===== src/rtl/core/twsmb_pkg.sv =====
// Package for the three-wire serial bus master with BCD conversion.
// Holds the command codes, the BCD constants and the result beat type.
// No dependencies.
package twsmb_pkg;

    localparam logic [1:0] OP_TICK  = 2'd0;
    localparam logic [1:0] OP_READ  = 2'd1;
    localparam logic [1:0] OP_WRITE = 2'd2;
    localparam logic [1:0] OP_BURST = 2'd3;

    localparam logic [6:0] BCD_MAX   = 7'd99;
    localparam logic [7:0] DIV10_MUL = 8'd205;
    localparam int         DIV10_SHR = 11;
    localparam logic [6:0] BYTE_BITS = 7'd8;

    typedef struct packed {
        logic        chip_enable;
        logic        serial_clock;
        logic        data_pin_out;
        logic        data_drive;
        logic        busy_res;
        logic        done_res;
        logic [7:0]  read_value;
        logic [63:0] read_raw;
    } res_t;

endpackage


===== src/rtl/core/three_wire_serial_master_bcd.sv =====
// Top level of the three-wire serial bus master with BCD conversion.
// Depends on twsmb_pkg.
//
// Usage: every input beat is one pin-level tick of the serial bus. It carries
// an optional command (single read, write, burst read), the command address,
// the decimal write value and the sampled data pin. Each accepted input beat
// produces exactly one result beat with the pin levels for that tick, the
// busy and done flags, and on the done tick the decoded read byte or the raw
// burst bits. A command raises chip enable and shifts the command byte out
// LSB first, two ticks per bit; a write adds the value as BCD, a read samples
// 8 bits, a burst BURST_BITS bits. Commands arriving while busy are ignored.
// The result beat is registered; one beat is taken every cycle while the skid
// register is empty. Bus state and result are computed in a single pass
// between the state registers and the result register. A two-entry output
// stage (result register plus skid register) keeps the input open for one
// more beat while the receiver stalls; the input then closes until the skid
// entry drains. Reset empties the output stage and returns the bus state to
// idle, so the first transfer after reset starts from chip enable low; the
// result pins are only meaningful while out_valid is high.
module three_wire_serial_master_bcd #(
    parameter int BURST_BITS = 64
) (
    input  logic        clk,
    input  logic        rst_n,
    input  logic        in_valid,
    output logic        in_ready,
    input  logic [1:0]  op,
    input  logic [7:0]  address,
    input  logic [6:0]  write_data,
    input  logic        data_pin_in,
    output logic        out_valid,
    input  logic        out_ready,
    output logic        chip_enable,
    output logic        serial_clock,
    output logic        data_pin_out,
    output logic        data_drive,
    output logic        busy_res,
    output logic        done_res,
    output logic [7:0]  read_value,
    output logic [63:0] read_raw
);
    import twsmb_pkg::*;

    localparam int         IDX_W     = (BURST_BITS > 1) ? $clog2(BURST_BITS) : 1;
    localparam logic [6:0] BURST_LEN = 7'(BURST_BITS);

    localparam logic [2:0] PH_IDLE   = 3'd0;
    localparam logic [2:0] PH_CMD    = 3'd1;
    localparam logic [2:0] PH_WDATA  = 3'd2;
    localparam logic [2:0] PH_READ   = 3'd3;
    localparam logic [2:0] PH_FINISH = 3'd4;

    logic [2:0]            phase_reg, phase_next;
    logic [6:0]            bit_count_reg, bit_count_next;
    logic                  clock_level_reg, clock_level_next;
    logic [15:0]           out_shift_reg, out_shift_next;
    logic [BURST_BITS-1:0] in_shift_reg, in_shift_next;
    logic [1:0]            kind_reg, kind_next;

    res_t res_next;
    res_t res_reg;
    res_t skid_reg;
    logic out_valid_reg;
    logic skid_valid_reg;
    logic in_acc;

    logic [6:0]  wsat;
    logic [14:0] wprod;
    logic [3:0]  wtens;
    logic [3:0]  wones;
    logic [7:0]  cmd_byte;
    logic [7:0]  rbyte;
    logic [6:0]  total;

    assign in_ready = !skid_valid_reg;
    assign in_acc   = in_valid && in_ready;

    always_comb
    begin
        wsat  = (write_data > BCD_MAX) ? BCD_MAX : write_data;
        wprod = 15'(wsat) * 15'(DIV10_MUL);
        wtens = 4'(wprod >> DIV10_SHR);
        wones = 4'(wsat - 7'(wtens) * 7'd10);
        cmd_byte = (op == OP_READ) ? address + 8'd1 : address;
        rbyte = in_shift_reg[7:0];
    end

    always_comb
    begin
        phase_next       = phase_reg;
        bit_count_next   = bit_count_reg;
        clock_level_next = clock_level_reg;
        out_shift_next   = out_shift_reg;
        in_shift_next    = in_shift_reg;
        kind_next        = kind_reg;
        res_next         = '0;

        if (phase_reg == PH_IDLE || phase_reg > PH_FINISH)
        begin
            phase_next = PH_IDLE;
            if (op != OP_TICK)
            begin
                kind_next        = op;
                out_shift_next   = (op == OP_WRITE) ? {wtens, wones, cmd_byte}
                                                    : {8'd0, cmd_byte};
                bit_count_next   = '0;
                clock_level_next = 1'b0;
                in_shift_next    = '0;
                phase_next       = PH_CMD;
            end
        end

        total = (kind_next == OP_BURST) ? BURST_LEN : BYTE_BITS;

        unique case (phase_next)
            PH_CMD, PH_WDATA:
            begin
                res_next.chip_enable  = 1'b1;
                res_next.data_drive   = 1'b1;
                res_next.busy_res     = 1'b1;
                res_next.data_pin_out = out_shift_next[0];
                if (!clock_level_next)
                begin
                    clock_level_next = 1'b1;
                end
                else
                begin
                    res_next.serial_clock = 1'b1;
                    out_shift_next        = out_shift_next >> 1;
                    clock_level_next      = 1'b0;
                    if (bit_count_next + 7'd1 >= BYTE_BITS)
                    begin
                        bit_count_next = '0;
                        if (phase_next == PH_WDATA)
                        begin
                            phase_next = PH_FINISH;
                        end
                        else if (kind_next == OP_WRITE)
                        begin
                            phase_next = PH_WDATA;
                        end
                        else
                        begin
                            phase_next    = PH_READ;
                            in_shift_next = '0;
                        end
                    end
                    else
                    begin
                        bit_count_next = bit_count_next + 7'd1;
                    end
                end
            end
            PH_READ:
            begin
                res_next.chip_enable = 1'b1;
                res_next.busy_res    = 1'b1;
                if (!clock_level_next)
                begin
                    if (data_pin_in)
                    begin
                        in_shift_next[bit_count_next[IDX_W-1:0]] = 1'b1;
                    end
                    if (bit_count_next + 7'd1 >= total)
                    begin
                        phase_next = PH_FINISH;
                    end
                    else
                    begin
                        clock_level_next = 1'b1;
                    end
                end
                else
                begin
                    res_next.serial_clock = 1'b1;
                    bit_count_next        = bit_count_next + 7'd1;
                    clock_level_next      = 1'b0;
                end
            end
            PH_FINISH:
            begin
                res_next.done_res = 1'b1;
                if (kind_next == OP_READ)
                begin
                    res_next.read_value = {1'b0, rbyte[7:4], 3'b000}
                                        + {3'b000, rbyte[7:4], 1'b0}
                                        + {4'd0, rbyte[3:0]};
                end
                else if (kind_next == OP_BURST)
                begin
                    res_next.read_raw = 64'(in_shift_next);
                end
                phase_next       = PH_IDLE;
                bit_count_next   = '0;
                clock_level_next = 1'b0;
            end
            default:
            begin
                res_next = '0;
            end
        endcase
    end

    always_ff @(posedge clk or negedge rst_n)
    begin
        if (!rst_n)
        begin
            phase_reg       <= PH_IDLE;
            bit_count_reg   <= '0;
            clock_level_reg <= 1'b0;
            out_shift_reg   <= '0;
            in_shift_reg    <= '0;
            kind_reg        <= OP_TICK;
        end
        else if (in_acc)
        begin
            phase_reg       <= phase_next;
            bit_count_reg   <= bit_count_next;
            clock_level_reg <= clock_level_next;
            out_shift_reg   <= out_shift_next;
            in_shift_reg    <= in_shift_next;
            kind_reg        <= kind_next;
        end
    end

    always_ff @(posedge clk or negedge rst_n)
    begin
        if (!rst_n)
        begin
            out_valid_reg  <= 1'b0;
            skid_valid_reg <= 1'b0;
        end
        else if (!out_valid_reg || out_ready)
        begin
            if (skid_valid_reg)
            begin
                out_valid_reg  <= 1'b1;
                skid_valid_reg <= 1'b0;
            end
            else
            begin
                out_valid_reg <= in_acc;
            end
        end
        else if (in_acc)
        begin
            skid_valid_reg <= 1'b1;
        end
    end

    always_ff @(posedge clk)
    begin
        if (!out_valid_reg || out_ready)
        begin
            if (skid_valid_reg)
            begin
                res_reg <= skid_reg;
            end
            else if (in_acc)
            begin
                res_reg <= res_next;
            end
        end
        else if (in_acc)
        begin
            skid_reg <= res_next;
        end
    end

    assign out_valid    = out_valid_reg;
    assign chip_enable  = res_reg.chip_enable;
    assign serial_clock = res_reg.serial_clock;
    assign data_pin_out = res_reg.data_pin_out;
    assign data_drive   = res_reg.data_drive;
    assign busy_res     = res_reg.busy_res;
    assign done_res     = res_reg.done_res;
    assign read_value   = res_reg.read_value;
    assign read_raw     = res_reg.read_raw;

endmodule


===== config.mk =====
export PLATFORM = sky130hd
export DESIGN_NAME = three_wire_serial_master_bcd
export DESIGN_NICKNAME = d
export VERILOG_FILES = /design/src/rtl/core/twsmb_pkg.sv /design/src/rtl/core/three_wire_serial_master_bcd.sv
export SDC_FILE = /design/constraint.sdc
export NUM_CORES = 1
export LEC_CHECK = 0
export BUFFER_PORTS_ARGS = -buffer_cell sky130_fd_sc_hd__buf_2
export CAP_MARGIN = 15
export CORE_AREA = 2 2 243 173
export DETAILED_ROUTE_END_ITERATION = 6
export DIE_AREA = 0 0 245 175
export GPL_ROUTABILITY_DRIVEN = 0
export PLACE_DENSITY_LB_ADDON = 0.25
export SYNTH_ARGS = -nofsm -noshare
export SYNTH_HDL_FRONTEND = slang
export SYNTH_SLANG_ARGS = --single-unit
export TNS_END_PERCENT = 20

===== constraint.sdc =====
create_clock -name clk -period 4.96 [get_ports clk]
set_input_delay 0.744 -clock clk [delete_from_list [all_inputs] [get_ports clk]]
set_output_delay 0.744 -clock clk [all_outputs]
set_load 0.05 [all_outputs]

# After elaboration in Yosys (flattened, before gate mapping)
# Index checks and enable logic that the tools add are counted.
word_totals:
  reg_bits: 251
  out_inout_bits: 80
  inputBits: 22
classes:
  reduce_logical: 14
  n_addsub: 5
  bitwise: 2
  mul: 2
  muxes: 55
  eq_ne: 9
  order_cmp: 6
op_table:
  columns: ["operator", "n"]
  rows:
  - ["$mux 64", 10]
  - ["$mux 78", 2]
  - ["$pmux 64 s2", 1]
  - ["$mux 16", 5]
  - ["$mux 73", 1]
  - ["$or 64x64->64", 1]
  - ["$mux 7", 7]
  - ["$pmux 7 s3", 1]
  - ["$mux 3", 6]
  - ["$mux 8", 2]
  - ["$mul 7x8->15 const B", 1]
  - ["$mux 1", 13]
  - ["$pmux 3 s3", 1]
  - ["$add 7x5->8", 1]
  - ["$add 8x1->8 const B", 1]
  - ["$add 8x4->8", 1]
  - ["$mux 2", 4]
  - ["$add 7x1->7 const B", 1]
  - ["$ge 7x4->1 const B", 1]
  - ["$ge 7x7->1", 1]
  - ["$gt 7x7->1 const B", 1]
  - ["$lt 6x7->1 const B", 1]
  - ["$demux 1 s6", 1]
  - ["$eq 2x2->1 const B", 3]
  - ["18 further kinds", 26]

# Logic depth before layout (Yosys ltp)
depth:
  depth_word: 11
  mapped_depth: 22

# Least setup slack after synthesis
# No wires, ideal clock.
synth_path:
  path_kind: "input to register"
  startpoint: "in write_data[3]"
  endpoint: "reg out_shift_reg[11]"
  required_ns: 4.834
  setup_slack_ns: -0.071
  arrival_time_ns: 4.905
  path_stages: 20
  setup_time_ns: 0.126
  path_cell_list: "nor3_1 nor2_1 or2_2 ha_1 inv_1 fa_1 inv_1 fa_1 ha_1 ha_1 a21oi_1 a21boi_0 o21ai_0 and4_1 or2_2 fa_1 xnor2_1 xor2_1 xnor2_1 o21ai_1"
synth_via:
  elab_chain_cells: 10
synth_rtl:
  columns: ["element", "line_no", "text"]
  rows:
  - ["start: declaration", "three_wire_serial_master_bcd.sv:29", "input logic [6:0] write_data,"]
  - ["$gt 7x7->1", "three_wire_serial_master_bcd.sv:80", "wsat = (write_data > BCD_MAX) ? BCD_MAX : write_data;"]
  - ["$mux 7 (*)", "three_wire_serial_master_bcd.sv:80", null]
  - ["$mul 7x8->15", "three_wire_serial_master_bcd.sv:81", "wprod = 15'(wsat) * 15'(DIV10_MUL);"]
  - ["$mul 4x3->3", "three_wire_serial_master_bcd.sv:83", "wones = 4'(wsat - 7'(wtens) * 7'd10);"]
  - ["$sub 4x4->4", "three_wire_serial_master_bcd.sv:83", null]
  - ["$mux 16 (*)", "three_wire_serial_master_bcd.sv:104", "out_shift_next = (op == OP_WRITE) ? {wtens, wones, cmd_byte}"]
  - ["$mux 16 (*)", "three_wire_serial_master_bcd.sv:101", "if (op != OP_TICK)"]
  - ["$mux 16 (*)", "three_wire_serial_master_bcd.sv:98", "if (phase_reg == PH_IDLE || phase_reg > PH_FINISH)"]
  - ["$mux 16", "three_wire_serial_master_bcd.sv:122", "if (!clock_level_next)"]
  - ["$mux 16 (*)", "three_wire_serial_master_bcd.sv:115", "unique case (phase_next)"]
  - ["end signal: assignment", "three_wire_serial_master_bcd.sv:220", "out_shift_reg <= out_shift_next;"]
  - ["end: declaration", "three_wire_serial_master_bcd.sv:56", "logic [15:0] out_shift_reg, out_shift_next;"]
# Every way passes the cells marked *; elsewhere a longest branch is shown, timed or not.
# A chain may end at the register's enable or synchronous reset.

# Final worst setup path
# Ends and elaborated chain as after synthesis.

==> impl_metrics.tcl <==
set metrics [dict create \
    post-route-period-util_pct 95.0 \
    synth_top_area_share_pct 38.5 \
    setup.worst_path.start_class "input pin" \
    syn_avg_cell_area_sq_um 12.1 \
    syn_inst 996 \
    synth.ff_latch_count 249 \
    cp_num_buf_inv 3 \
    synth_top_area_cell "edfxtp_1" \
    die-area_sq_um 42900 \
    r2r-end "phase_reg[1]" \
    post_cts_buffers 0 \
    largest_register_ffs 77 \
    crit_chain "buf_2 > nor3_2 > nor2_1 > or2_2 > ha_1 > inv_1 > fa_1 > inv_1 > fa_1 > ha_1 > ha_4 > nand4_1 > nor2_2 > nand3_1 > and4_1 > or2_2 > fa_2 > xnor2_2 > xor2_1 > xnor2_1 > o21ai_1" \
    cp.arrival_ns 5.12 \
    htreeDepth 1 \
    synth_edf_count 154 \
    timing.rr.start "phase_reg[1]" \
    die_y_microns 175 \
    reg2regPathDepth 16 \
    area_delta_synth_final_pct 16.4 \
    grt_max_degree 69 \
    met1_length_microns 15100 \
    max-cap-violations 0 \
    drive_above_1_share_pct 23.1 \
    ctsResizeCount 0 \
    initial_core_util_pct 29.6 \
    synth_nets 1077 \
    cts_buffer_depth 3 \
    wl_per_cell_microns 17.0 \
    finalWirelength_microns 28300 \
    fin_ws_ns 0.249 \
    wl_met2_microns 11200 \
    cts_buffers 25 \
    yosysSeqAreaShare_pct 58.2 \
    root_buffer "clkbuf_16" \
    worstSetupPathType "input pin to register" \
    setup_viol 0 \
    drc 0 \
    hold_viol 0 \
    antenna_found_initial 1 \
    grt_pass1_wl_microns 45400 \
    irDropWorstVdd_mv 0.286 \
    powerDensity_nw_per_um2 476 \
    ys_types 63 \
    status "complete, no violations" \
    netlist_area_sq_um 12000 \
    grt_overflow_total 0 \
    instances_no_fill 1665 \
    crit_family "adder cells" \
    cts_tree "yes" \
    dr.max_layer_used "met5" \
    yosysWarnings 0 \
    clock_skew_ns 0.0178 \
    timing.fmax_mhz 212 \
    crit_path_max_incr_delay_ns 0.43 \
    pre_cts_slack_ns -0.382 \
    tightest_slew_ns 0.966 \
    path_max_fanout 3 \
    reg2reg_slack_ns 1.14 \
    crit_slowest_cell "fa_1" \
    critPathRequiredTime_ns 5.37 \
    drtAntennaViolNets 0 \
    crit_cells 21 \
    synthFlopType "edfxtp_1" \
    slew_violations 0 \
    synthTopCellsByArea "edfxtp_1, dfrtp_1, mux2_2" \
    met3_length_microns 1570 \
    period_minus_slack_ns 4.71 \
    cts.sinks 249 \
    vias 7836 \
    async_flop_share_pct 38.2 \
    dieWidth_microns 245 \
    clk_latency_ns 0.53 \
    yosysMostFrequentCell "edfxtp_1" \
    dp.cells 1620 \
    hp-class "input pin to asynchronous set/reset pin" \
    hpwl_microns 18600 \
    io_pins 102 \
    port_buffers 101 \
    crit_path_start "write_data[3]" \
    slew_headroom_pct 35.6 \
    rows 62 \
    firstDrtPassIters 5 \
    diodes 0 \
    synth_commonest_cells "edfxtp_1, nand2_1, dfrtp_1" \
    p_leak_nw 5.78 \
    grt_usage_pct 13.3 \
    grt_pass1_vias 7746 \
    core-area_sq_um 40600 \
    hold_buffers 0 \
    nNetsFinal 1184 \
    clk_pin_slew_ns 0.06 \
    initialDrtViolationCount 588 \
    routed_via_density 4.71 \
    cp-end-kind "register" \
]
-- metrics by stage --
stage	power [mW]	utilization (%)	hold slack, ns	setup TNS (ns)	cell area (sq um)
floorplan	4.26	-	0.433	0	12000
global placement	4.77	32.4	0.444	-0.830	13200
detailed placement	4.78	32.4	0.462	-1.04	13200
CTS	6.69	34.4	0.401	0	14000
global route	7.07	34.5	0.429	-0.0424	14000
finish	6.66	34.5	0.376	0	14000
-- placed cells by master, fill, tap and decap left out, types with 5 or more instances in the layout --
| cell type | netlist | routed |
|---|---|---|
| edfxtp_1 | 154 | 154 |
| buf_2 | 12 | 100 |
| a22o_1 | 7 | 7 |
| clkbuf_1 | 18 | 5 |
| o21ai_1 | 13 | 15 |
| nand2b_1 | 6 | 6 |
| inv_1 | 38 | 38 |
| nor3_1 | 10 | 9 |
| nor2b_1 | 14 | 14 |
| dfrtp_1 | 95 | 95 |
| nand2_1 | 121 | 121 |
| ha_1 | 48 | 47 |
| a21oi_1 | 22 | 22 |
| o31ai_1 | 12 | 12 |
| nand3_1 | 19 | 19 |
| xor2_1 | 10 | 10 |
| nor2_1 | 40 | 38 |
| fa_1 | 11 | 10 |
| mux2_1 | 7 | 7 |
| a41oi_1 | 5 | 5 |
| a22oi_1 | 7 | 6 |
| buf_4 | 8 | 30 |
| o21ai_0 | 87 | 85 |
| mux2_2 | 66 | 66 |
| clkinv_1 | 0 | 6 |
| nand4_1 | 11 | 11 |
| and2_1 | 73 | 73 |
| clkbuf_16 | 0 | 25 |
| xnor2_1 | 11 | 10 |
-- cells by family after synthesis --
logic type                 count (synthesis)  synth area share (%)
muxes                                     74                  6.92
adders and majority gates                 59                  6.83
DFF                                      249                  58.2
buffers and inverters                     89                  3.59
AOI/OAI and AO/OA                        181                  9.09
xor gates and xnor gates                  23                  1.80
and+or+nand+nor                          321                  13.5
-- worst reg2reg max path, cell delays in order, from the launching register on --
cell	delay, ns
dfrtp_1	0.41
nor2_1	0.12
ha_1	0.36
o21ai_4	0.24
nand2_1	0.22
inv_1	0.15
ha_1	0.31
nand3_1	0.17
or2_1	0.33
xor2_1	0.24
nor2_1	0.10
ha_1	0.30
o21ai_0	0.07
a41oi_1	0.27
nand2_1	0.11
o21ai_0	0.20
a21oi_1	0.10
-- how the worst max path moves through the flow --
stage                              to  slack [ns]
floorplan           out_shift_reg[11]       0.008
global placement    out_shift_reg[11]       -0.31
detailed placement  out_shift_reg[11]       -0.38
CTS                 out_shift_reg[11]        0.16
global route        out_shift_reg[11]       -0.04
finish              out_shift_reg[11]        0.25
-- report_power, final --
group          switching [mW]  total [mW]  internal [mW]
registers               0.153        2.59           2.44
logic                    1.49        2.19          0.707
clock network           0.795        1.87           1.08
-- per-layer routing --
| layer | up-vias | track usage (%) |
|---|---|---|
| met5 | - | 0 |
| met2 | 176 | 18.3 |
| met4 | 2 | 2.11 |
| met1 | 3847 | 21.1 |
| li1 | 3772 | - |
| met3 | 39 | 3.24 |
-- layout make-up --
cell class	instances	area [sq um]
Timing Repair Buffer	130	726
Inverter	39	146
Tap cell	544	681
Multi-Input combinational cell	658	4650
Fill cell	4055	26600
Clock inverter	15	146
Clock buffer	30	644
Sequential cell	249	7000
Note: power is estimated with default switching activity, not from simulation.
